==> src/wmpd_pkg.sv <==
// Shared types and constants of the wake-on-LAN magic packet detector.
package wmpd_pkg;

  localparam int POS_W  = 11;
  localparam int IHB_W  = 6;
  localparam int MAC_W  = 48;
  localparam int CODE_W = 4;

  localparam logic [15:0] ETHERTYPE_IPV4 = 16'h0800;
  localparam logic [15:0] FRAG_MASK      = 16'h3fff;
  localparam logic [7:0]  SYNC_BYTE      = 8'hff;
  localparam logic [7:0]  PROTO_UDP      = 8'd17;
  localparam logic [15:0] WAKE_UDP_LEN   = 16'd110;
  localparam logic [4:0]  MAC_COPIES     = 5'd16;
  localparam logic [2:0]  MAC_BYTES      = 3'd6;

  localparam logic [POS_W-1:0] POS_ETHERTYPE = 11'd13;
  localparam logic [POS_W-1:0] POS_VER_IHL   = 11'd14;
  localparam logic [POS_W-1:0] POS_FRAG      = 11'd21;
  localparam logic [POS_W-1:0] POS_PROTO     = 11'd23;
  localparam logic [POS_W-1:0] ETH_HDR_BYTES = 11'd14;

  localparam logic [CODE_W-1:0] RSN_FORWARD   = 4'd0;
  localparam logic [CODE_W-1:0] RSN_ETHERTYPE = 4'd1;
  localparam logic [CODE_W-1:0] RSN_VERSION   = 4'd2;
  localparam logic [CODE_W-1:0] RSN_FRAGMENT  = 4'd3;
  localparam logic [CODE_W-1:0] RSN_PROTOCOL  = 4'd4;
  localparam logic [CODE_W-1:0] RSN_PORT      = 4'd5;
  localparam logic [CODE_W-1:0] RSN_SIZE      = 4'd6;
  localparam logic [CODE_W-1:0] RSN_SYNC      = 4'd7;
  localparam logic [CODE_W-1:0] RSN_COPY      = 4'd8;
  localparam logic [CODE_W-1:0] RSN_TRUNC     = 4'd9;

  typedef struct packed {
    logic       vld;
    logic [7:0] data;
    logic       last;
  } stg_t;

  typedef struct packed {
    logic [CODE_W-1:0] reason;
    logic [MAC_W-1:0]  mac;
  } result_t;

  function automatic logic [CODE_W-1:0] merge_fail(input logic [CODE_W-1:0] cur,
                                                    input logic [CODE_W-1:0] code);
    merge_fail = (cur == RSN_FORWARD || code < cur) ? code : cur;
  endfunction

endpackage

==> src/wmpd_in_stage.sv <==
// Input register stage of the detector.
module wmpd_in_stage (
  input  logic          clk,
  input  logic          rst_n,
  input  logic          in_tvalid,
  output logic          in_tready,
  input  logic [7:0]    in_tdata,
  input  logic          in_tlast,
  input  logic          out_free,
  output wmpd_pkg::stg_t stg,
  output logic          stg_go
);
  import wmpd_pkg::*;

  logic       vld_r, vld_nxt;
  logic [7:0] data_r;
  logic       last_r;
  logic       take;

  assign stg_go    = vld_r && (!last_r || out_free);
  assign in_tready = !vld_r || stg_go;
  assign take      = in_tvalid && in_tready;
  assign vld_nxt   = take ? 1'b1 : (stg_go ? 1'b0 : vld_r);

  assign stg.vld  = vld_r;
  assign stg.data = data_r;
  assign stg.last = last_r;

  always_ff @(posedge clk) begin
    if (!rst_n) begin
      vld_r <= 1'b0;
    end else begin
      vld_r <= vld_nxt;
    end
  end

  always_ff @(posedge clk) begin
    if (take) begin
      data_r <= in_tdata;
      last_r <= in_tlast;
    end
  end

endmodule

==> src/wmpd_check.sv <==
// Per-frame state and header/payload checks of the detector.
module wmpd_check #(
  parameter int MAX_FRAME_BYTES = 1514
) (
  input  logic              clk,
  input  logic              rst_n,
  input  logic              cfg_wr_en,
  input  logic [15:0]       cfg_wr_data,
  input  wmpd_pkg::stg_t    stg,
  input  logic              stg_go,
  output wmpd_pkg::result_t res
);
  import wmpd_pkg::*;

  logic [15:0]       port_r;
  logic [POS_W-1:0]  pos_r, pos_nxt;
  logic [IHB_W-1:0]  ihb_r, ihb_nxt;
  logic [15:0]       fs_r, fs_nxt;
  logic [CODE_W-1:0] drop_r, drop_nxt;
  logic [MAC_W-1:0]  fc_r, fc_nxt;
  logic [2:0]        cbi_r, cbi_nxt;
  logic [4:0]        cn_r, cn_nxt;

  logic [15:0]       fs_new;
  logic [POS_W-1:0]  udp_start, pay_start;
  logic [7:0]        want;
  logic              take;

  assign take      = pos_r < POS_W'(MAX_FRAME_BYTES);
  assign fs_new    = {fs_r[7:0], stg.data};
  assign udp_start = ETH_HDR_BYTES + POS_W'(ihb_r);
  assign pay_start = udp_start + 11'd8;

  always_comb begin
    case (cbi_r)
      3'd0:    want = fc_r[47:40];
      3'd1:    want = fc_r[39:32];
      3'd2:    want = fc_r[31:24];
      3'd3:    want = fc_r[23:16];
      3'd4:    want = fc_r[15:8];
      3'd5:    want = fc_r[7:0];
      default: want = 8'h00;
    endcase
  end

  always_comb begin
    pos_nxt  = pos_r;
    ihb_nxt  = ihb_r;
    fs_nxt   = fs_r;
    drop_nxt = drop_r;
    fc_nxt   = fc_r;
    cbi_nxt  = cbi_r;
    cn_nxt   = cn_r;
    if (take) begin
      pos_nxt = pos_r + 11'd1;
      fs_nxt  = fs_new;
      if (pos_r == POS_ETHERTYPE && fs_new != ETHERTYPE_IPV4) begin
        drop_nxt = merge_fail(drop_nxt, RSN_ETHERTYPE);
      end
      if (pos_r == POS_VER_IHL) begin
        if (stg.data[7:4] != 4'd4) begin
          drop_nxt = merge_fail(drop_nxt, RSN_VERSION);
        end
        ihb_nxt = {stg.data[3:0], 2'b00};
      end
      if (pos_r == POS_FRAG && (fs_new & FRAG_MASK) != 16'h0000) begin
        drop_nxt = merge_fail(drop_nxt, RSN_FRAGMENT);
      end
      if (pos_r == POS_PROTO && stg.data != PROTO_UDP) begin
        drop_nxt = merge_fail(drop_nxt, RSN_PROTOCOL);
      end
      if (pos_r > POS_VER_IHL) begin
        if (pos_r == udp_start + 11'd3 && fs_new != port_r) begin
          drop_nxt = merge_fail(drop_nxt, RSN_PORT);
        end
        if (pos_r == udp_start + 11'd5 && fs_new != WAKE_UDP_LEN) begin
          drop_nxt = merge_fail(drop_nxt, RSN_SIZE);
        end
        if (pos_r >= pay_start && pos_r < pay_start + 11'd6) begin
          if (stg.data != SYNC_BYTE) begin
            drop_nxt = merge_fail(drop_nxt, RSN_SYNC);
          end
        end else if (pos_r >= pay_start + 11'd6 && cn_r < MAC_COPIES) begin
          if (cn_r == 5'd0) begin
            fc_nxt = {fc_r[39:0], stg.data};
          end else if (want != stg.data) begin
            drop_nxt = merge_fail(drop_nxt, RSN_COPY);
          end
          if (cbi_r + 3'd1 >= MAC_BYTES) begin
            cbi_nxt = 3'd0;
            cn_nxt  = cn_r + 5'd1;
          end else begin
            cbi_nxt = cbi_r + 3'd1;
          end
        end
      end
    end
  end

  always_comb begin
    if (drop_nxt != RSN_FORWARD) begin
      res.reason = drop_nxt;
    end else if (cn_nxt < MAC_COPIES) begin
      res.reason = RSN_TRUNC;
    end else begin
      res.reason = RSN_FORWARD;
    end
    res.mac = (res.reason == RSN_FORWARD) ? fc_nxt : '0;
  end

  always_ff @(posedge clk) begin
    if (!rst_n) begin
      port_r <= 16'd9;
    end else if (cfg_wr_en) begin
      port_r <= cfg_wr_data;
    end
  end

  always_ff @(posedge clk) begin
    if (!rst_n) begin
      pos_r  <= '0;
      ihb_r  <= '0;
      fs_r   <= '0;
      drop_r <= '0;
      fc_r   <= '0;
      cbi_r  <= '0;
      cn_r   <= '0;
    end else if (stg_go) begin
      if (stg.last) begin
        pos_r  <= '0;
        ihb_r  <= '0;
        fs_r   <= '0;
        drop_r <= '0;
        fc_r   <= '0;
        cbi_r  <= '0;
        cn_r   <= '0;
      end else begin
        pos_r  <= pos_nxt;
        ihb_r  <= ihb_nxt;
        fs_r   <= fs_nxt;
        drop_r <= drop_nxt;
        fc_r   <= fc_nxt;
        cbi_r  <= cbi_nxt;
        cn_r   <= cn_nxt;
      end
    end
  end

endmodule

==> src/wmpd_out_reg.sv <==
// Result register of the detector.
module wmpd_out_reg (
  input  logic                          clk,
  input  logic                          rst_n,
  input  logic                          load,
  input  wmpd_pkg::result_t             res,
  output logic                          out_tvalid,
  input  logic                          out_tready,
  output logic [wmpd_pkg::MAC_W-1:0]    out_tdata,
  output logic [wmpd_pkg::CODE_W-1:0]   out_tuser
);
  import wmpd_pkg::*;

  logic    vld_r, vld_nxt;
  result_t res_r;

  assign vld_nxt    = load ? 1'b1 : (out_tready ? 1'b0 : vld_r);
  assign out_tvalid = vld_r;
  assign out_tdata  = res_r.mac;
  assign out_tuser  = res_r.reason;

  always_ff @(posedge clk) begin
    if (!rst_n) begin
      vld_r <= 1'b0;
    end else begin
      vld_r <= vld_nxt;
    end
  end

  always_ff @(posedge clk) begin
    if (load) begin
      res_r <= res;
    end
  end

endmodule

==> src/wol_magic_packet_detector_unit.sv <==
// Top level of the wake-on-LAN magic packet detector.
//  channel | direction | tdata                 | tuser           | tlast
//  in_     | slave     | [7:0] frame_byte      | -               | last_byte
//  out_    | master    | [47:0] target_mac     | [3:0] reason    | -
//  cfg_    | write     | [15:0] udp_port       | -               | -
// One byte is taken per cycle unless a last byte waits; a byte passes the
// input register and the check logic into the result register.
// Only a frame's last byte waits for a free result register; other bytes
// flow on regardless of out_tready. Synchronous reset clears all control
// state and sets udp_port to 9.
module wol_magic_packet_detector_unit #(
  parameter int MAX_FRAME_BYTES = 1514
) (
  input  logic        clk,
  input  logic        rst_n,
  input  logic        in_tvalid,
  output logic        in_tready,
  input  logic [7:0]  in_tdata,   // [7:0] frame_byte
  input  logic        in_tlast,
  output logic        out_tvalid,
  input  logic        out_tready,
  output logic [47:0] out_tdata,  // [47:0] target_mac
  output logic [3:0]  out_tuser,  // [3:0] reason_code
  input  logic        cfg_wr_en,
  input  logic [15:0] cfg_wr_data
);
  import wmpd_pkg::*;

  stg_t    stg;
  logic    stg_go;
  result_t res;

  wmpd_in_stage u_in (
    .clk       (clk),
    .rst_n     (rst_n),
    .in_tvalid (in_tvalid),
    .in_tready (in_tready),
    .in_tdata  (in_tdata),
    .in_tlast  (in_tlast),
    .out_free  (!out_tvalid || out_tready),
    .stg       (stg),
    .stg_go    (stg_go)
  );

  wmpd_check #(.MAX_FRAME_BYTES(MAX_FRAME_BYTES)) u_check (
    .clk         (clk),
    .rst_n       (rst_n),
    .cfg_wr_en   (cfg_wr_en),
    .cfg_wr_data (cfg_wr_data),
    .stg         (stg),
    .stg_go      (stg_go),
    .res         (res)
  );

  wmpd_out_reg u_out (
    .clk        (clk),
    .rst_n      (rst_n),
    .load       (stg_go && stg.last),
    .res        (res),
    .out_tvalid (out_tvalid),
    .out_tready (out_tready),
    .out_tdata  (out_tdata),
    .out_tuser  (out_tuser)
  );

  a_mac_zero_on_drop: assert property (@(posedge clk) disable iff (!rst_n)
    out_tvalid && out_tuser != RSN_FORWARD |-> out_tdata == '0)
    else $error("target_mac nonzero on dropped frame");

  a_reason_range: assert property (@(posedge clk) disable iff (!rst_n)
    out_tvalid |-> out_tuser <= RSN_TRUNC)
    else $error("reason code out of range");

  a_no_result_after_reset: assert property (@(posedge clk)
    !rst_n |=> !out_tvalid)
    else $error("result valid right after reset");

  a_last_waits: assert property (@(posedge clk) disable iff (!rst_n)
    stg.vld && stg.last && out_tvalid && !out_tready |-> !stg_go)
    else $error("last byte advanced into a full result register");

endmodule

==> config.mk <==
export PLATFORM = sky130hd
export DESIGN_NAME = wol_magic_packet_detector_unit
export DESIGN_NICKNAME = d
export VERILOG_FILES = /design/src/wmpd_pkg.sv /design/src/wmpd_in_stage.sv /design/src/wmpd_check.sv /design/src/wmpd_out_reg.sv /design/src/wol_magic_packet_detector_unit.sv
export SDC_FILE = /design/constraint.sdc
export NUM_CORES = 1
export LEC_CHECK = 0
export ABC_AREA = 0
export CAP_MARGIN = 20
export CORE_ASPECT_RATIO = 1.2
export CORE_MARGIN = 1
export CORE_UTILIZATION = 62
export DETAILED_ROUTE_END_ITERATION = 10
export DONT_BUFFER_PORTS = 1
export PLACE_DENSITY = 0.88
export SYNTH_ARGS = -nofsm -noshare
export SYNTH_HDL_FRONTEND = slang
export SYNTH_SLANG_ARGS = --single-unit
==> constraint.sdc <==
create_clock -name clk -period 7.05 [get_ports clk]
set_input_delay 0.3525 -clock clk [delete_from_list [all_inputs] [get_ports clk]]
set_output_delay 0.3525 -clock clk [all_outputs]
set_load 0.02 [all_outputs]
Yosys cells after proc, flatten, opt, wreduce, memory -nomap -nowiden. Index checks and enable logic that the tools add are counted.

Bits in registers: 164. Bits of input ports: 30. Output and inout bits: 54. Word-level logic and storage cells: 165.

$add $sub $neg: 8. Order comparisons: 16. Equal/unequal tests: 19. Mux-type cells: 63. Reduce and logical (&&, ||, !) cells: 45.

Operators by type and width (count): $mux W48 (6); $mux W4 (33); $pmux W8 S6 (1); $logic_not A4 Y1 (8); $mux W5 (6); $add A11 B3 Y11 const B (2); $eq A11 B11 Y1 (2); $eq A11 B4 Y1 const B (2); $eq A11 B5 Y1 const B (2); $ge A11 B11 Y1 (2); $mux W11 (2); $mux W3 (6); $mux W6 (3); $lt A3 B4 Y1 const A (4); $mux W8 (2); $ne A16 B12 Y1 const B (1); $ne A16 B16 Y1 (1); $ne A16 B7 Y1 const B (1); $reduce_bool A16 Y1 (1); $reduce_bool A2 Y1 (6); $add A11 B1 Y11 const B (1); $add A11 B2 Y11 const B (1); $add A11 B4 Y11 const B (1); $gt A11 B4 Y1 const B (1); other kinds (28) (56).

Depth between registers and ports, before layout. Gate-level depths: netlist of the first run.

Depth after elaboration: 45. Gate-level depth with buffers: 22. Mapped depth without buffers: 18.

Hierarchy. From an unflattened synthesis of the first run, not the netlist that was laid out.

Cell total of the unflattened synthesis: 908. Area, all modules: 9173.8 um^2.

Modules (own cells, without submodules): wmpd_check (instances 1, cells each 833, area an instance 7198.2 um^2, sequential area each 1981.9 um^2); wmpd_out_reg (instances 1, cells each 55, area an instance 1602.8 um^2, sequential area each 1581.5 um^2); wmpd_in_stage (instances 1, cells each 18, area an instance 360.3 um^2, sequential area each 290.3 um^2); wol_magic_packet_detector_unit (instances 1, cells each 2, area an instance 12.5 um^2, sequential area each 0.0 um^2).

Worst setup path before layout of the first run. Ideal clock, no wire load.

Path type: reg2reg. From: reg u_check.ihb_r[2]. To: reg u_out.res_r (netlist bit u_out.out_tdata[29]), data pin. Setup time: 0.266 ns. Arrival time: 4.715 ns. Data required time: 6.784 ns. Slack: 2.068 ns. Cell stages (with the launch flop): 23. Buffers on the path: 5. Period minus slack after synthesis: 4.982 ns. Cells stage by stage: dfxtp_1 -> clkbuf_1 -> inv_1 -> ha_1 -> clkbuf_1 -> inv_1 -> ha_1 -> xnor2_1 -> xnor2_1 -> nand2_1 -> o21a_1 -> ha_1 -> or4bb_1 -> nor4_1 -> o211ai_1 -> a31oi_1 -> and3_1 -> buf_2 -> buf_4 -> buf_2 -> mux2i_1 -> nor2_1 -> nor4b_2.

Cells in the longest elaborated chain, start to end: 25. Elaborated cells between the ends (all ways): 51. Classes of those cells: add/sub: 5; order compare: 7; eq/ne: 2; mux: 26; reduce/logical: 11.

Ends and longest elaborated chain: from (decl) (RTL line wmpd_check.sv:17) `logic [IHB_W-1:0] ihb_r, ihb_nxt;`; from (signal assigned) (RTL line wmpd_check.sv:139) `ihb_r <= ihb_nxt;`; $add A4 B6 Y7 (*) (RTL line wmpd_check.sv:31) `assign udp_start = ETH_HDR_BYTES + POS_W'(ihb_r);`; $add A11 B2 Y11 (RTL line wmpd_check.sv:73) `if (pos_r == udp_start + 11'd3 && fs_new != port_r) begin`; $eq A11 B11 Y1 (RTL line wmpd_check.sv:73); $logic_and A1 B1 Y1 (RTL line wmpd_check.sv:73); $mux W4 (RTL line wmpd_check.sv:73); $mux W4 (RTL line wmpd_check.sv:72) `if (pos_r > POS_VER_IHL) begin`; $mux W4 (RTL line wmpd_check.sv:54) `if (take) begin`; $lt A3 B4 Y1 or $logic_not A4 Y1 (tied branches) (RTL line wmpd_pkg.sv:47) `merge_fail = (cur == RSN_FORWARD || code < cur) ? code : cur;`; (+9 left out); $mux W4 (RTL line wmpd_check.sv:84) `if (cn_r == 5'd0) begin`; $mux W4 (RTL line wmpd_check.sv:83) `end else if (pos_r >= pay_start + 11'd6 && cn_r < MAC_COPIES) begin`; $mux W4 (RTL line wmpd_check.sv:79) `if (pos_r >= pay_start && pos_r < pay_start + 11'd6) begin`; $mux W4 (RTL line wmpd_check.sv:72); $mux W4 (RTL line wmpd_check.sv:54); $reduce_bool A4 Y1 (RTL line wmpd_check.sv:101) `if (drop_nxt != RSN_FORWARD) begin`; $mux W4 (RTL line wmpd_check.sv:101); $logic_not A4 Y1 (RTL line wmpd_check.sv:108) `res.mac = (res.reason == RSN_FORWARD) ? fc_nxt : '0;`; to (signal assigned) (RTL line wmpd_out_reg.sv:32) `res_r <= res;`; to (decl) (RTL line wmpd_out_reg.sv:15) `result_t res_r;`.

Every way passes the cells marked *; elsewhere a longest branch is shown, timed or not. The select of a mux whose other input is x is not followed. A chain may end at the register's enable or synchronous reset.

Worst setup path in the final report of the first run.
From: reg u_check.ihb_r[2]. To: reg u_out.res_r (netlist bit u_out.out_tdata[30]), data pin.

The elaborated chain is that of the path after synthesis.

==> impl_results.html, run 1 <==
<table>
<tr><th>Metric</th><th>Value</th></tr>
<tr><th colspan="2">Critical path</th></tr>
<tr><td>Critical Path Fanout Max</td><td>33</td></tr>
<tr><td>Crit Path Class</td><td>flip-flop to flip-flop</td></tr>
<tr><td>Worst reg2reg path startpoint</td><td>u_check.ihb_r[2]$_SDFFE_PN0P_</td></tr>
<tr><td>Data arrival at the endpoint of the critical path</td><td>about 6 ns</td></tr>
<tr><td>Crit path required time</td><td>just over 7 ns</td></tr>
<tr><td>Start point of the critical path</td><td>u_check.ihb_r[2]$_SDFFE_PN0P_</td></tr>
<tr><td>Worst setup EP type</td><td>flip-flop</td></tr>
<tr><td>Critical path launch point type</td><td>flip-flop</td></tr>
<tr><td>Setup slack on the worst flop-to-flop path</td><td>between 1 and 1.5 ns</td></tr>
<tr><th colspan="2">Synthesis</th></tr>
<tr><td>Async S/R FF share, synth</td><td>0%</td></tr>
<tr><td>Synthesized-area fraction occupied by ao, oa, aoi and oai cells</td><td>15.18%</td></tr>
<tr><td>Cell types occupying the most area after synthesis</td><td>sky130_fd_sc_hd__dfxtp_1 21%, sky130_fd_sc_hd__edfxtp_1 19%, sky130_fd_sc_hd__mux2i_1 7.9%, sky130_fd_sc_hd__nor2b_1 5.6%, sky130_fd_sc_hd__a22oi_1 5.6%</td></tr>
<tr><td>Largest family of logic cells by synthesized area</td><td>simple AND/OR/NAND/NOR gates</td></tr>
<tr><td>Number of distinct standard cells referenced by the synthesized netlist</td><td>78</td></tr>
<tr><td>Syn_area_per_cell</td><td>9.883 um2</td></tr>
<tr><td>Total nets after synthesis</td><td>slightly above 1,000</td></tr>
<tr><td>Leading area contributor after synthesis</td><td>sky130_fd_sc_hd__dfxtp_1</td></tr>
<tr><td>Mux share of post-synthesis cell area</td><td>roughly 7.9%</td></tr>
<tr><td>Post-synthesis cell count</td><td>~960</td></tr>
<tr><td>Top-area cell type share of the netlist area</td><td>a little over a fifth</td></tr>
<tr><td>Share of the yosys chip area belonging to registers</td><td>between 40 and 50%</td></tr>
<tr><td>Cell area after technology mapping</td><td>between 9000 and 10,000 um2</td></tr>
<tr><td>Simple-gate area share of the yosys netlist</td><td>24.61%</td></tr>
<tr><td>Adder-cell area share of the yosys netlist</td><td>around 3.4%</td></tr>
<tr><td>Parity-gate share of the synthesized area counting xor and xnor cells</td><td>under 10%</td></tr>
<tr><td>Main synth FF type</td><td>sky130_fd_sc_hd__dfxtp_1</td></tr>
<tr><td>Flops &amp; latches, synth</td><td>between 150 and 200</td></tr>
<tr><td>Count of flip-flops with a built-in enable after synthesis</td><td>61</td></tr>
<tr><td>Synth Warn #</td><td>0</td></tr>
<tr><th colspan="2">Finish</th></tr>
<tr><td>Post-route cell area</td><td>between 10,000 and 15,000 um2</td></tr>
<tr><td># nets final</td><td>~970</td></tr>
<tr><td>Share of layout cells above drive strength 1</td><td>a little under a tenth</td></tr>
<tr><td>Antenna Diode Count</td><td>0</td></tr>
<tr><td>Syn-to-layout area delta</td><td>7.376%</td></tr>
<tr><td>FILL cells</td><td>~1,100</td></tr>
<tr><td>Commonest non-fill, non-tap cells in the layout</td><td>101 x sky130_fd_sc_hd__dfxtp_1, 85 x sky130_fd_sc_hd__nor2b_1, 83 x sky130_fd_sc_hd__nor2_1, 75 x sky130_fd_sc_hd__mux2i_1, 70 x sky130_fd_sc_hd__a22oi_1</td></tr>
<tr><td>Cell Count, Final, Fillers Out</td><td>between 1,000 and 1,500</td></tr>
<tr><td>Leading cell type in the layout, fill and taps excluded</td><td>sky130_fd_sc_hd__dfxtp_1</td></tr>
<tr><th colspan="2">Drt</th></tr>
<tr><td>Total Routed Length</td><td>23,270 um</td></tr>
<tr><td>Final routed DRC violation total</td><td>0</td></tr>
<tr><td>Via-to-Cell Ratio</td><td>between 6 and 7</td></tr>
<tr><td>Initial DRT Pass Iterations</td><td>7</td></tr>
<tr><td>Drt first-iter violations</td><td>about 700</td></tr>
<tr><td>Average wire length per cell after detail routing</td><td>approximately 20 um</td></tr>
<tr><td>Remaining antenna violation count</td><td>0</td></tr>
<tr><td>Overall via count from detail_route</td><td>7,452</td></tr>
<tr><th colspan="2">Floorplan</th></tr>
<tr><td>Area of the core</td><td>14,960 um2</td></tr>
<tr><td>Num ports</td><td>84</td></tr>
<tr><td>Row count</td><td>49</td></tr>
<tr><td>Die height</td><td>between 100 and 150 um</td></tr>
<tr><td>Die span in x</td><td>between 100 and 150 um</td></tr>
<tr><td>Total die area</td><td>between 15,000 and 20,000 um2</td></tr>
<tr><td>Initial core utilization</td><td>between 60% and 70%</td></tr>
<tr><th colspan="2">STA</th></tr>
<tr><td>Transition at the pin with the smallest max-transition slack</td><td>~1.1 ns</td></tr>
<tr><td>Setup Total Neg Slack</td><td>0 ns</td></tr>
<tr><td>Final Max Tran Viols</td><td>0</td></tr>
<tr><td>Worst Skew</td><td>about 0.0081 ns</td></tr>
<tr><td>Final Hold Fails</td><td>0</td></tr>
<tr><td>Maximum clock rate</td><td>about 170 MHz</td></tr>
<tr><td>Unrepaired setup endpoints after global routing</td><td>no</td></tr>
<tr><td>Final critical delay including setup and external delays</td><td>5.828 ns</td></tr>
<tr><td>Setup Viol. Count Final</td><td>0</td></tr>
<tr><td>Smallest setup slack after layout</td><td>roughly 1.2 ns</td></tr>
<tr><td>Post-route clock period utilization</td><td>a little over 80%</td></tr>
<tr><td>Slew HR</td><td>between 20% and 30%</td></tr>
<tr><th colspan="2">Pwr</th></tr>
<tr><td>Leakage</td><td>around 3.2 nW</td></tr>
<tr><td>Power Dens Cells</td><td>204.3 nW/um2</td></tr>
<tr><td>Worst supply voltage drop on vdd</td><td>0.1721 mV</td></tr>
<tr><th colspan="2">Clock tree</th></tr>
<tr><td>Root buffer selected by CTS</td><td>sky130_fd_sc_hd__clkbuf_16</td></tr>
<tr><td>CTS Hold Buffers Added</td><td>6</td></tr>
<tr><td>Clock Pin Slew Worst Setup and Hold Paths</td><td>around 0.060 ns</td></tr>
<tr><td>Number of gates resized after CTS</td><td>0</td></tr>
<tr><td>TritonCTS clock tree</td><td>done</td></tr>
<tr><td>Insertion delay of the later-clocked pin in the worst-skew pair</td><td>~0.44 ns</td></tr>
<tr><td>Sink Count</td><td>approximately 160</td></tr>
<tr><td>Maximum buffer depth of the clock tree</td><td>2</td></tr>
<tr><td>TritonCTS buffer count</td><td>17</td></tr>
<tr><td>H-Tree Level Count</td><td>4</td></tr>
<tr><td>Setup repair bufs after CTS</td><td>0</td></tr>
<tr><th colspan="2">Place</th></tr>
<tr><td>RePlAce Congestion</td><td>~0.93</td></tr>
<tr><td>Placement-stage cell area</td><td>roughly 9400 um2</td></tr>
<tr><td>Number of cells after detailed placement</td><td>between 1,000 and 1,500</td></tr>
<tr><td>Number of port buffers</td><td>0</td></tr>
<tr><td>HPWL after DPL</td><td>15,490 um</td></tr>
<tr><td>Minimum setup slack after placement</td><td>~1.3 ns</td></tr>
<tr><th colspan="2">Worst hold path</th></tr>
<tr><td>Worst hold path type</td><td>input port to flip-flop</td></tr>
<tr><td>Worst hold start</td><td>in_tdata[7]</td></tr>
<tr><th colspan="2">Global route</th></tr>
<tr><td>Overflow left after global routing</td><td>0</td></tr>
<tr><td>First-pass GRT wire length</td><td>around 37,000 um</td></tr>
<tr><td>Largest net degree at the start of global routing</td><td>91</td></tr>
<tr><td>Via count of the first global-routing pass</td><td>7,177</td></tr>
<tr><td>Total routing usage reported by global routing</td><td>30.83%</td></tr>
<tr><td>Initial antenna violation count</td><td>0</td></tr>
<tr><th colspan="2">Outcome</th></tr>
<tr><td>Status</td><td>complete, no violations</td></tr>
<tr><th colspan="2">Run</th></tr>
<tr><td>Max-capacitance violation count</td><td>0</td></tr>
</table>
## power by group
part	switching, mW	total, mW	internal, mW
Clock	0.401	0.994	0.594
Combinational	0.0385	0.0730	0.0344
Sequential	0.0242	1.01	0.981
Total	0.463	2.07	1.61
## registers in the layout, indices dropped and copies added (netlist names)
| register | count |
|---|---|
| u_check.fc_r | 48 |
| u_check.cbi_r | 3 |
| u_check.fs_r | 8 |
| u_check.cn_r | 5 |
| u_in.data_r | 8 |
| u_check.port_r | 16 |
| u_in.last_r | 1 |
| u_out.out_tvalid | 1 |
| u_out.out_tuser | 4 |
| u_out.out_tdata | 48 |
| u_check.pos_r | 11 |
| u_check.ihb_r | 4 |
| u_in.vld_r | 1 |
| u_check.drop_r | 4 |
## cell type report
cell class | instances | area (um2) | area share [%]
Inverter | 23 | 86.33 | 0.8510
Multi-Input combinational cell | 694 | 5174 | 51.00
Sequential cell | 162 | 3854 | 37.99
Timing Repair Buffer | 15 | 140.1 | 1.381
Clock buffer | 20 | 466.7 | 4.600
Clock inverter | 12 | 168.9 | 1.665
Tap cell | 204 | 255.2 | 2.516
## critical path, stage by stage, from the launching register on
cell	delay, ns
sky130_fd_sc_hd__dfxtp_1	0.47
sky130_fd_sc_hd__inv_1	0.16
sky130_fd_sc_hd__ha_1	0.49
sky130_fd_sc_hd__inv_1	0.13
sky130_fd_sc_hd__ha_1	0.27
sky130_fd_sc_hd__xnor2_1	0.15
sky130_fd_sc_hd__xnor2_1	0.33
sky130_fd_sc_hd__nand2_1	0.11
sky130_fd_sc_hd__o21a_1	0.18
sky130_fd_sc_hd__ha_1	0.30
sky130_fd_sc_hd__or4bb_1	0.40
sky130_fd_sc_hd__nor4_1	0.24
sky130_fd_sc_hd__o211ai_1	0.15
sky130_fd_sc_hd__a31oi_1	0.45
sky130_fd_sc_hd__and2_1	0.23
sky130_fd_sc_hd__nand3b_1	0.15
sky130_fd_sc_hd__o221ai_4	0.75
sky130_fd_sc_hd__buf_4	0.36
sky130_fd_sc_hd__nor2_1	0.09
sky130_fd_sc_hd__nor4b_2	0.16
## cell usage after synthesis, types with 7 or more instances
master and instances:
sky130_fd_sc_hd__and3_1 11, sky130_fd_sc_hd__nor4_1 8, sky130_fd_sc_hd__inv_1 23, sky130_fd_sc_hd__a21oi_1 14, sky130_fd_sc_hd__and2_1 12, sky130_fd_sc_hd__ha_1 26, sky130_fd_sc_hd__nor2_1 83, sky130_fd_sc_hd__nor4b_4 10
sky130_fd_sc_hd__clkbuf_1 39, sky130_fd_sc_hd__nor4b_2 10, sky130_fd_sc_hd__nand4_1 9, sky130_fd_sc_hd__or3_1 10, sky130_fd_sc_hd__edfxtp_1 61, sky130_fd_sc_hd__nor2b_1 85, sky130_fd_sc_hd__nand3_1 15, sky130_fd_sc_hd__a21boi_0 8
sky130_fd_sc_hd__o21ai_0 18, sky130_fd_sc_hd__nor3_1 7, sky130_fd_sc_hd__a31oi_1 8, sky130_fd_sc_hd__dfxtp_1 101, sky130_fd_sc_hd__nand2_1 49, sky130_fd_sc_hd__a22oi_1 70, sky130_fd_sc_hd__nor4b_1 28, sky130_fd_sc_hd__mux2i_1 75
sky130_fd_sc_hd__xnor2_1 32, sky130_fd_sc_hd__buf_2 25
## per-stage QoR
stage	utilization [%]	total power [mW]	hold slack (ns)
floorplan	-	1.081	0.4514
global placement	63.16	1.090	0.4233
detailed placement	63.16	1.094	0.4225
CTS	67.82	2.071	0.0003760
global route	67.82	2.118	0.003911
finish	67.82	2.073	0.005165
## logic make-up after synthesis
kind of cell	count (synthesis)
and+or+nand+nor	366
xor gates and xnor gates	35
other	1
adders and majority gates	26
DFF	162
muxes	75
AOI/OAI and AO/OA	191
buffers and inverters	100
## final timing paths
| check | to | cells after the start |
|---|---|---|
| hold / removal | u_in.data_r[7]$_DFFE_PP_ | 0 |
| setup / recovery | u_out.out_tdata[30]$_SDFFCE_PP0P_ | 19 |
| hold reg to reg | u_check.port_r[3]$_SDFFE_PN1P_ | 2 |
| setup reg to reg | u_out.out_tdata[30]$_SDFFCE_PP0P_ | 19 |
## metal layers
metal / global-route usage, % / wire length, um / part of all wire, % / up-vias
met1: 35.74 / 9038 / 39 / 3547
met4: 18.54 / 1095 / 4.7 / 0
li1: - / - / - / 3429
met5: 0 / 0 / 0 / -
met2: 53.20 / 11700 / 50 / 376
met3: 5.455 / 1430 / 6.1 / 100
Note: power is estimated with default switching activity, not from simulation.
==> inputs of run 2 (changes only) <==
--- a/config.mk
+++ b/config.mk
@@ -9,10 +9,10 @@
 export CAP_MARGIN = 20
 export CORE_ASPECT_RATIO = 1.2
 export CORE_MARGIN = 1
-export CORE_UTILIZATION = 62
+export CORE_UTILIZATION = 58
 export DETAILED_ROUTE_END_ITERATION = 10
 export DONT_BUFFER_PORTS = 1
-export PLACE_DENSITY = 0.88
+export PLACE_DENSITY = 0.86
 export SYNTH_ARGS = -nofsm -noshare
 export SYNTH_HDL_FRONTEND = slang
 export SYNTH_SLANG_ARGS = --single-unit
==> constraint.sdc (replaced) <==
create_clock -name clk -period 5.3 [get_ports clk]
set_input_delay 0.265 -clock clk [delete_from_list [all_inputs] [get_ports clk]]
set_output_delay 0.265 -clock clk [all_outputs]
set_load 0.02 [all_outputs]
==> impl_results.html, run 2 (same netlist as run 1, synthesis figures left out) <==
<table>
<tr><th>Metric</th><th>Value</th></tr>
<tr><th colspan="2">Clock tree</th></tr>
<tr><td>Sink Count</td><td>162 (unchanged)</td></tr>
<tr><td>TritonCTS buffer count</td><td>17 (unchanged)</td></tr>
<tr><td>Insertion delay of the later-clocked pin in the worst-skew pair</td><td>0.44 ns (about the same)</td></tr>
<tr><td>Maximum buffer depth of the clock tree</td><td>2 (unchanged)</td></tr>
<tr><td>Clock Pin Slew Worst Setup and Hold Paths</td><td>0.07 ns (about the same)</td></tr>
<tr><td>H-Tree Level Count</td><td>4 (unchanged)</td></tr>
<tr><td>Root buffer selected by CTS</td><td>sky130_fd_sc_hd__clkbuf_16</td></tr>
<tr><td>TritonCTS clock tree</td><td>done</td></tr>
<tr><th colspan="2">Drt</th></tr>
<tr><td>Initial DRT Pass Iterations</td><td>8 (+1)</td></tr>
<tr><td>Overall via count from detail_route</td><td>7,533 (+1.1%)</td></tr>
<tr><td>Average wire length per cell after detail routing</td><td>20.64 um (+0.27%)</td></tr>
<tr><td>Remaining antenna violation count</td><td>0 (unchanged)</td></tr>
<tr><td>Drt first-iter violations</td><td>664 (-5.5%)</td></tr>
<tr><td>Total Routed Length</td><td>23,910 um (+2.8%)</td></tr>
<tr><td>Via-to-Cell Ratio</td><td>6.505 (-1.4%)</td></tr>
<tr><td>Final routed DRC violation total</td><td>0 (unchanged)</td></tr>
<tr><th colspan="2">Global route</th></tr>
<tr><td>Overflow left after global routing</td><td>0 (unchanged)</td></tr>
<tr><td>Total routing usage reported by global routing</td><td>29.02% (-1.8 points)</td></tr>
<tr><td>Initial antenna violation count</td><td>1 (+1)</td></tr>
<tr><td>Via count of the first global-routing pass</td><td>7,223 (+0.64%)</td></tr>
<tr><td>Largest net degree at the start of global routing</td><td>87 (-4.4%)</td></tr>
<tr><td>First-pass GRT wire length</td><td>37,770 um (+1.0%)</td></tr>
<tr><th colspan="2">Finish</th></tr>
<tr><td>Commonest non-fill, non-tap cells in the layout</td><td>100 x sky130_fd_sc_hd__dfxtp_1, 85 x sky130_fd_sc_hd__nor2b_1, 83 x sky130_fd_sc_hd__nor2_1, 75 x sky130_fd_sc_hd__mux2i_1, 70 x sky130_fd_sc_hd__a22oi_1</td></tr>
<tr><td>Syn-to-layout area delta</td><td>9.893%</td></tr>
<tr><td>Core Util, Final</td><td>65.86% (-2.0 points)</td></tr>
<tr><td>Leading cell type in the layout, fill and taps excluded</td><td>sky130_fd_sc_hd__dfxtp_1</td></tr>
<tr><td>Share of layout cells above drive strength 1</td><td>9.694% (+0.62 points)</td></tr>
<tr><td># nets final</td><td>992 (+2.4%)</td></tr>
<tr><th colspan="2">Floorplan</th></tr>
<tr><td>Die height</td><td>141.8 um (+3.3%)</td></tr>
<tr><td>Die span in x</td><td>118.5 um (+3.3%)</td></tr>
<tr><td>Num ports</td><td>84 (unchanged)</td></tr>
<tr><td>Area of the core</td><td>15,770 um2 (+5.4%)</td></tr>
<tr><td>Initial core utilization</td><td>59.93% (-3.2 points)</td></tr>
<tr><td>Total die area</td><td>16,810 um2 (+6.8%)</td></tr>
<tr><td>Row count</td><td>50 (+2.0%)</td></tr>
<tr><th colspan="2">STA</th></tr>
<tr><td>Final critical delay including setup and external delays</td><td>4.834 ns (-0.9940 ns)</td></tr>
<tr><td>Final Max Tran Viols</td><td>0 (unchanged)</td></tr>
<tr><td>Maximum clock rate</td><td>206.9 MHz (+21%)</td></tr>
<tr><td>Transition at the pin with the smallest max-transition slack</td><td>0.8587 ns (-0.2042 ns)</td></tr>
<tr><td>Slew HR</td><td>42.48% (+13 points)</td></tr>
<tr><td>Post-route clock period utilization</td><td>91.20% (+8.5 points)</td></tr>
<tr><td>Unrepaired setup endpoints after global routing</td><td>no</td></tr>
<tr><td>Setup Total Neg Slack</td><td>0 ns (unchanged)</td></tr>
<tr><td>Final Hold Fails</td><td>0 (unchanged)</td></tr>
<tr><td>Worst Skew</td><td>0.01102 ns (+0.002926 ns)</td></tr>
<tr><td>Setup Viol. Count Final</td><td>0 (unchanged)</td></tr>
<tr><td>Smallest setup slack after layout</td><td>0.4663 ns (-0.7560 ns)</td></tr>
<tr><th colspan="2">Place</th></tr>
<tr><td>HPWL after DPL</td><td>15,500 um (about the same)</td></tr>
<tr><td>RePlAce Congestion</td><td>0.9274 (-0.31%)</td></tr>
<tr><td>Minimum setup slack after placement</td><td>0.2318 ns (-1.072 ns)</td></tr>
<tr><td>Number of port buffers</td><td>0 (unchanged)</td></tr>
<tr><th colspan="2">Pwr</th></tr>
<tr><td>Switching Fraction</td><td>23.48% (+1.1 points)</td></tr>
<tr><td>Fraction of power consumed by combinational cells</td><td>4.6% (+1.1 points)</td></tr>
<tr><td>Portion of total power attributed to sequential cells</td><td>50.4% (+1.9 points)</td></tr>
<tr><td>Leakage</td><td>3.334 nW (+2.9%)</td></tr>
<tr><td>Share of total power in the clock network</td><td>45.0% (-3.0 points)</td></tr>
<tr><td>Power Dens Cells</td><td>255.1 nW/um2 (+25%)</td></tr>
<tr><td>Worst supply voltage drop on vdd</td><td>0.2409 mV (+40%)</td></tr>
<tr><td>Power spent charging and discharging nets</td><td>0.6219 mW (+34%)</td></tr>
<tr><td>Internal power consumption</td><td>2.026 mW (+26%)</td></tr>
<tr><th colspan="2">Critical path</th></tr>
<tr><td>Worst setup EP type</td><td>flip-flop</td></tr>
<tr><td>Crit path required time</td><td>5.47 ns (-1.76 ns)</td></tr>
<tr><td>Crit Path Class</td><td>flip-flop to flip-flop</td></tr>
<tr><td>Data arrival at the endpoint of the critical path</td><td>5.00 ns (-1.01 ns)</td></tr>
<tr><td>Critical Path Fanout Max</td><td>48 (+45%)</td></tr>
<tr><td>Critical path launch point type</td><td>flip-flop</td></tr>
<tr><th colspan="2">Worst hold path</th></tr>
<tr><td>Worst hold path type</td><td>input port to flip-flop</td></tr>
<tr><th colspan="2">Run</th></tr>
<tr><td>Max-capacitance violation count</td><td>0 (unchanged)</td></tr>
<tr><th colspan="2">Outcome</th></tr>
<tr><td>Status</td><td>complete, no violations</td></tr>
</table>
run 2: cell types whose count changed in the layout (fill, tap and decap cells not counted), moves of 2 or more:
cell / change
sky130_fd_sc_hd__clkbuf_16: +2
sky130_fd_sc_hd__buf_12: +4
sky130_fd_sc_hd__inv_4: +3
sky130_fd_sc_hd__dlygate4sd3_1: +17
sky130_fd_sc_hd__clkbuf_8: -3
sky130_fd_sc_hd__bufinv_16: -3
run 2: timing repair:
item                                   CTS  global route
endpoints found under the hold margin   95             1
hold buffers                            23             1
gates resized for setup                  0             3
buffers inserted                         0             1
setup endpoints to repair                0            98
run 2: worst paths after layout:
path | startpoint | cells past startpoint | end | slack, ns
worst max register to register | u_check.ihb_r[3]$_SDFFE_PN0P_ | 20 | u_out.out_tdata[37]$_SDFFCE_PP0P_ | 0.47
worst min register to register | u_check.cn_r[1]$_SDFFE_PN0P_ | 2 | u_check.cn_r[1]$_SDFFE_PN0P_ | 0.51
worst max-delay path | u_check.ihb_r[3]$_SDFFE_PN0P_ | 20 | u_out.out_tdata[37]$_SDFFCE_PP0P_ | 0.47
worst min-delay path | cfg_wr_data[9] | 2 | u_check.port_r[9]$_SDFFE_PN0P_ | 0.004
run 2: worst max-delay path, cell delays in order, from the launching register on:
cell	delay, ns
sky130_fd_sc_hd__dfxtp_1	0.45
sky130_fd_sc_hd__inv_1	0.11
sky130_fd_sc_hd__ha_2	0.43
sky130_fd_sc_hd__inv_1	0.10
sky130_fd_sc_hd__ha_1	0.26
sky130_fd_sc_hd__xnor2_1	0.18
sky130_fd_sc_hd__xnor2_1	0.16
sky130_fd_sc_hd__nand2_1	0.08
sky130_fd_sc_hd__o21a_1	0.17
sky130_fd_sc_hd__ha_1	0.30
sky130_fd_sc_hd__or4bb_1	0.40
sky130_fd_sc_hd__nor4_1	0.25
sky130_fd_sc_hd__o211ai_1	0.17
sky130_fd_sc_hd__a31oi_2	0.27
sky130_fd_sc_hd__buf_4	0.16
sky130_fd_sc_hd__and2_1	0.15
sky130_fd_sc_hd__nand3b_1	0.16
sky130_fd_sc_hd__o221ai_4	0.25
sky130_fd_sc_hd__buf_12	0.25
sky130_fd_sc_hd__nor2_1	0.09
sky130_fd_sc_hd__nor4b_2	0.17
run 2: area by class of cell:
class	instances	area (um2)
Antenna cell	1	2.502
Clock buffer	20	479.2
Clock inverter	12	91.34
Fill cell	1248	5383
Inverter	23	86.33
Multi-Input combinational cell	694	5182
Sequential cell	162	3855
Tap cell	208	260.3
Timing Repair Buffer	38	425.4
run 2: power groups by stage:
stage / registers (mW) / logic, mW / clock network [mW]
after floorplan: 1.34 / 0.0930 / 0
after detailed placement: 1.36 / 0.0920 / 0
final: 1.34 / 0.121 / 1.19
after global routing: 1.34 / 0.129 / 1.25
after CTS: 1.33 / 0.117 / 1.20
after global placement: 1.36 / 0.0897 / 0
run 2: through the flow:
| stage | hold slack, ns | cells | area, um2 | total power [mW] |
|---|---|---|---|---|
| floorplan | 0.3639 | 956 | 9448 | 1.437 |
| global placement | 0.3389 | 1100 | 9534 | 1.451 |
| detailed placement | 0.3489 | 1100 | 9534 | 1.454 |
| CTS | 0.0006316 | 1155 | 10350 | 2.652 |
| global route | 0.002213 | 1158 | 10380 | 2.713 |
| finish | 0.004280 | 1158 | 10380 | 2.648 |
run 2: layer usage:
metal | track usage, % | wire length, um
met1 | 32.33 | 8940
met2 | 50.53 | 12240
met3 | 6.230 | 1483
met4 | 18.39 | 1243
met5 | 0 | 0
==> inputs of run 3 (changes only) <==
--- a/config.mk
+++ b/config.mk
@@ -5,7 +5,7 @@
 export SDC_FILE = /design/constraint.sdc
 export NUM_CORES = 1
 export LEC_CHECK = 0
-export ABC_AREA = 0
+export ABC_AREA = 1
 export CAP_MARGIN = 20
 export CORE_ASPECT_RATIO = 1.2
 export CORE_MARGIN = 1
==> impl_results.html, run 3 <==
<table>
<tr><th>Metric</th><th>Value</th></tr>
<tr><th colspan="2">Outcome</th></tr>
<tr><td>Status</td><td>complete, no violations</td></tr>
<tr><th colspan="2">Drt</th></tr>
<tr><td>Final routed DRC violation total</td><td>0 (unchanged)</td></tr>
<tr><td>Overall via count from detail_route</td><td>7,854 (+4.3%)</td></tr>
<tr><td>Total Routed Length</td><td>22,790 um (-4.7%)</td></tr>
<tr><td>Average wire length per cell after detail routing</td><td>16.82 um (-19%)</td></tr>
<tr><td>Via-to-Cell Ratio</td><td>5.796 (-11%)</td></tr>
<tr><td>Drt first-iter violations</td><td>594 (-11%)</td></tr>
<tr><td>Initial DRT Pass Iterations</td><td>7 (-1)</td></tr>
<tr><td>Remaining antenna violation count</td><td>0 (unchanged)</td></tr>
<tr><th colspan="2">Synthesis</th></tr>
<tr><td>Most used standard cells in the synthesized netlist</td><td>178 x sky130_fd_sc_hd__inv_1, 171 x sky130_fd_sc_hd__nand2_1, 168 x sky130_fd_sc_hd__nor2_1</td></tr>
<tr><td>Flops &amp; latches, synth</td><td>162 (unchanged)</td></tr>
<tr><td>Top-area cell type share of the netlist area</td><td>22.97% (+1.6 points)</td></tr>
<tr><td>Count of flip-flops with a built-in enable after synthesis</td><td>61 (unchanged)</td></tr>
<tr><td>Cell area after technology mapping</td><td>8801 um2 (-6.8%)</td></tr>
<tr><td>Syn_area_per_cell</td><td>7.768 um2 (-21%)</td></tr>
<tr><td>Async S/R FF share, synth</td><td>0% (unchanged)</td></tr>
<tr><td>Number of distinct standard cells referenced by the synthesized netlist</td><td>48 (-38%)</td></tr>
<tr><td>Synth Warn #</td><td>0 (unchanged)</td></tr>
<tr><td>Leading area contributor after synthesis</td><td>sky130_fd_sc_hd__dfxtp_1</td></tr>
<tr><td>Share of the yosys chip area belonging to registers</td><td>43.79% (+3.0 points)</td></tr>
<tr><td>Cell types occupying the most area after synthesis</td><td>sky130_fd_sc_hd__dfxtp_1 23%, sky130_fd_sc_hd__edfxtp_1 21%, sky130_fd_sc_hd__inv_1 7.6%, sky130_fd_sc_hd__nand2_1 7.3%, sky130_fd_sc_hd__nor2_1 7.2%</td></tr>
<tr><td>Main synth FF type</td><td>sky130_fd_sc_hd__dfxtp_1</td></tr>
<tr><td>Post-synthesis cell count</td><td>1,133 (+19%)</td></tr>
<tr><td>Total nets after synthesis</td><td>1,189 (+17%)</td></tr>
<tr><td>Cell with the most instances after synthesis</td><td>sky130_fd_sc_hd__inv_1</td></tr>
<tr><th colspan="2">Finish</th></tr>
<tr><td>FILL cells</td><td>1,141 (-8.6%)</td></tr>
<tr><td>Commonest non-fill, non-tap cells in the layout</td><td>177 x sky130_fd_sc_hd__inv_1, 171 x sky130_fd_sc_hd__nand2_1, 168 x sky130_fd_sc_hd__nor2_1, 101 x sky130_fd_sc_hd__dfxtp_1</td></tr>
<tr><td># nets final</td><td>1,198 (+21%)</td></tr>
<tr><td>Leading cell type in the layout, fill and taps excluded</td><td>sky130_fd_sc_hd__inv_1</td></tr>
<tr><td>Syn-to-layout area delta</td><td>10.41%</td></tr>
<tr><td>Share of layout cells above drive strength 1</td><td>8.398% (-1.3 points)</td></tr>
<tr><td>Antenna Diode Count</td><td>0 (-1)</td></tr>
<tr><td>Multi-input gate area in the final layout</td><td>4054 um2 (-22%)</td></tr>
<tr><td>Footprint of the flip-flops and latches</td><td>3854 um2 (about the same)</td></tr>
<tr><th colspan="2">Global route</th></tr>
<tr><td>First-pass GRT wire length</td><td>35,740 um (-5.4%)</td></tr>
<tr><td>Total routing usage reported by global routing</td><td>29.51% (+0.50 points)</td></tr>
<tr><td>Overflow left after global routing</td><td>0 (unchanged)</td></tr>
<tr><td>Largest net degree at the start of global routing</td><td>59 (-32%)</td></tr>
<tr><td>Via count of the first global-routing pass</td><td>7,450 (+3.1%)</td></tr>
<tr><td>Initial antenna violation count</td><td>0 (-1)</td></tr>
<tr><th colspan="2">Place</th></tr>
<tr><td>RePlAce Congestion</td><td>0.9326 (+0.56%)</td></tr>
<tr><td>HPWL after DPL</td><td>15,220 um (-1.8%)</td></tr>
<tr><td>Number of port buffers</td><td>0 (unchanged)</td></tr>
<tr><th colspan="2">Floorplan</th></tr>
<tr><td>Row count</td><td>48 (-4.0%)</td></tr>
<tr><td>Total die area</td><td>15,670 um2 (-6.7%)</td></tr>
<tr><td>Initial core utilization</td><td>60.31% (+0.38 points)</td></tr>
<tr><td>Area of the core</td><td>14,590 um2 (-7.4%)</td></tr>
<tr><td>Die span in x</td><td>114.5 um (-3.4%)</td></tr>
<tr><td>Num ports</td><td>84 (unchanged)</td></tr>
<tr><td>Die height</td><td>136.9 um (-3.4%)</td></tr>
<tr><th colspan="2">Critical path</th></tr>
<tr><td>Critical Path Fanout Max</td><td>20 (-58%)</td></tr>
<tr><td>Most prevalent standard cell on the critical path</td><td>sky130_fd_sc_hd__nand2_1</td></tr>
<tr><td>Setup slack on the worst flop-to-flop path</td><td>0.52 ns (+0.05 ns)</td></tr>
<tr><td>CP max-delay cell</td><td>sky130_fd_sc_hd__dfxtp_1</td></tr>
<tr><td>Peak per-stage delay on the critical path</td><td>0.45 ns (about the same)</td></tr>
<tr><td>Worst setup EP type</td><td>flip-flop</td></tr>
<tr><td>Crit Path Class</td><td>flip-flop to flip-flop</td></tr>
<tr><td>Critical path launch point type</td><td>flip-flop</td></tr>
<tr><td>Crit path required time</td><td>5.59 ns (+0.12 ns)</td></tr>
<tr><td>Data arrival at the endpoint of the critical path</td><td>5.07 ns (+0.07 ns)</td></tr>
<tr><th colspan="2">STA</th></tr>
<tr><td>Final Hold Fails</td><td>0 (unchanged)</td></tr>
<tr><td>Transition at the pin with the smallest max-transition slack</td><td>0.8340 ns (-0.02470 ns)</td></tr>
<tr><td>Setup Total Neg Slack</td><td>0 ns (unchanged)</td></tr>
<tr><td>Post-route clock period utilization</td><td>90.19% (-1.0 points)</td></tr>
<tr><td>Final Max Tran Viols</td><td>0 (unchanged)</td></tr>
<tr><td>Final critical delay including setup and external delays</td><td>4.780 ns (-0.05345 ns)</td></tr>
<tr><td>Unrepaired setup endpoints after global routing</td><td>no</td></tr>
<tr><td>Maximum clock rate</td><td>209.2 MHz (+1.1%)</td></tr>
<tr><td>Setup Viol. Count Final</td><td>0 (unchanged)</td></tr>
<tr><td>Slew HR</td><td>44.32% (+1.8 points)</td></tr>
<tr><td>Worst Skew</td><td>0.01573 ns (+0.004714 ns)</td></tr>
<tr><th colspan="2">Clock tree</th></tr>
<tr><td>Root buffer selected by CTS</td><td>sky130_fd_sc_hd__clkbuf_16</td></tr>
<tr><td>Insertion delay of the later-clocked pin in the worst-skew pair</td><td>0.44 ns (about the same)</td></tr>
<tr><td>H-Tree Level Count</td><td>4 (unchanged)</td></tr>
<tr><td>Sink Count</td><td>162 (unchanged)</td></tr>
<tr><td>Maximum buffer depth of the clock tree</td><td>2 (unchanged)</td></tr>
<tr><td>Setup repair bufs after CTS</td><td>0 (unchanged)</td></tr>
<tr><td>TritonCTS clock tree</td><td>done</td></tr>
<tr><td>Clock Pin Slew Worst Setup and Hold Paths</td><td>0.07 ns (about the same)</td></tr>
<tr><td>TritonCTS buffer count</td><td>17 (unchanged)</td></tr>
<tr><th colspan="2">Pwr</th></tr>
<tr><td>Worst supply voltage drop on vdd</td><td>0.2362 mV (-2.0%)</td></tr>
<tr><td>Power Dens Cells</td><td>271.9 nW/um2 (+6.6%)</td></tr>
<tr><td>Overall power after layout</td><td>2.642 mW (-0.25%)</td></tr>
<tr><td>Leakage</td><td>3.437 nW (+3.1%)</td></tr>
<tr><th colspan="2">Run</th></tr>
<tr><td>Max-capacitance violation count</td><td>0 (unchanged)</td></tr>
<tr><th colspan="2">Worst hold path</th></tr>
<tr><td>Worst hold path type</td><td>input port to flip-flop</td></tr>
</table>
[run 3: cell types whose count changed after synthesis, sizes merged, moves of 25 or more]
| cell | previous run | this run |
|---|---|---|
| a21oi | 14 | 43 |
| a22oi | 70 | 1 |
| buf | 38 | 13 |
| inv | 23 | 183 |
| mux2i | 75 | 0 |
| nand2 | 50 | 180 |
| nor2 | 83 | 198 |
| nor2b | 85 | 0 |
| nor4b | 48 | 0 |
| o21ai | 22 | 79 |
| o22ai | 6 | 59 |
[run 3: path summary, 6_finish.rpt]
kind                                                       from                           endpoint  cells past startpoint
worst min register to register  u_check.port_r[12]$_SDFFE_PN0P_    u_check.port_r[12]$_SDFFE_PN0P_                      2
worst min-delay path                                  cfg_wr_en     u_check.port_r[9]$_SDFFE_PN0P_                      2
worst max register to register    u_check.ihb_r[2]$_SDFFE_PN0P_  u_out.out_tdata[47]$_SDFFCE_PP0P_                     28
worst max-delay path              u_check.ihb_r[2]$_SDFFE_PN0P_  u_out.out_tdata[47]$_SDFFCE_PP0P_                     28
[run 3: repair_timing]
action | CTS | global route
endpoints found under the hold margin | 27 | 0
resized for setup | 0 | 1
hold buffers | 25 | 0
endpoints found under the setup margin | 0 | 20
[run 3: worst max-delay path: cells and delay by family, from the launching register on]
kind / cells / cell delay, ns
xor gates and xnor gates: 2 / 0.40
adders and majority gates: 3 / 0.82
buffers and inverters: 5 / 0.64
and+or+nand+nor: 15 / 1.95
DFF: 1 / 0.45
AOI/OAI and AO/OA: 3 / 0.37
[run 3: area by class of cell]
| type | count | share of cell area (%) |
|---|---|---|
| Clock buffer | 18 | 4.417 |
| Clock inverter | 14 | 1.107 |
| Inverter | 185 | 7.147 |
| Multi-Input combinational cell | 744 | 41.72 |
| Sequential cell | 162 | 39.66 |
| Tap cell | 200 | 2.575 |
| Timing Repair Buffer | 32 | 3.374 |
[run 3: logic make-up after synthesis]
group / synth area share (%)
AO/OA/AOI/OAI: 13.72
XOR/XNOR: 3.369
adder cells (fa/ha/maj): 3.696
buffers and inverters: 10.51
flip-flops: 43.79
other: 0.04261
AND/OR/NAND/NOR: 24.88
[run 3: stage by stage]
step / instance area (um2) / cells / setup WS, ns / hold WS (ns) / utilization (%)
after detailed placement: 8912 / 1297 / 0.4468 / 0.3596 / 61.07
after global routing: 9717 / 1355 / 0.04834 / 0.006108 / 66.58
final: 9717 / 1355 / 0.5198 / 0.001584 / 66.58
after floorplan: 8801 / 1133 / 1.305 / 0.3639 / -
after global placement: 8912 / 1297 / 0.6153 / 0.3549 / 61.07
after CTS: 9699 / 1354 / 0.3976 / 0.0004893 / 66.46
[run 3: metal layers]
metal	vias to the layer above	part of all wire, %	global-route usage [%]
met4	0	5.2	17.75
li1	3731	-	-
met5	-	0	0
met1	3644	37	34.04
met2	371	51	51.25
met3	108	7.1	5.049
[run 3: report_power, final]
part / internal [mW] / switching, mW
clock network: 0.604 / 0.532
registers: 1.32 / 0.0421
logic: 0.0490 / 0.0975
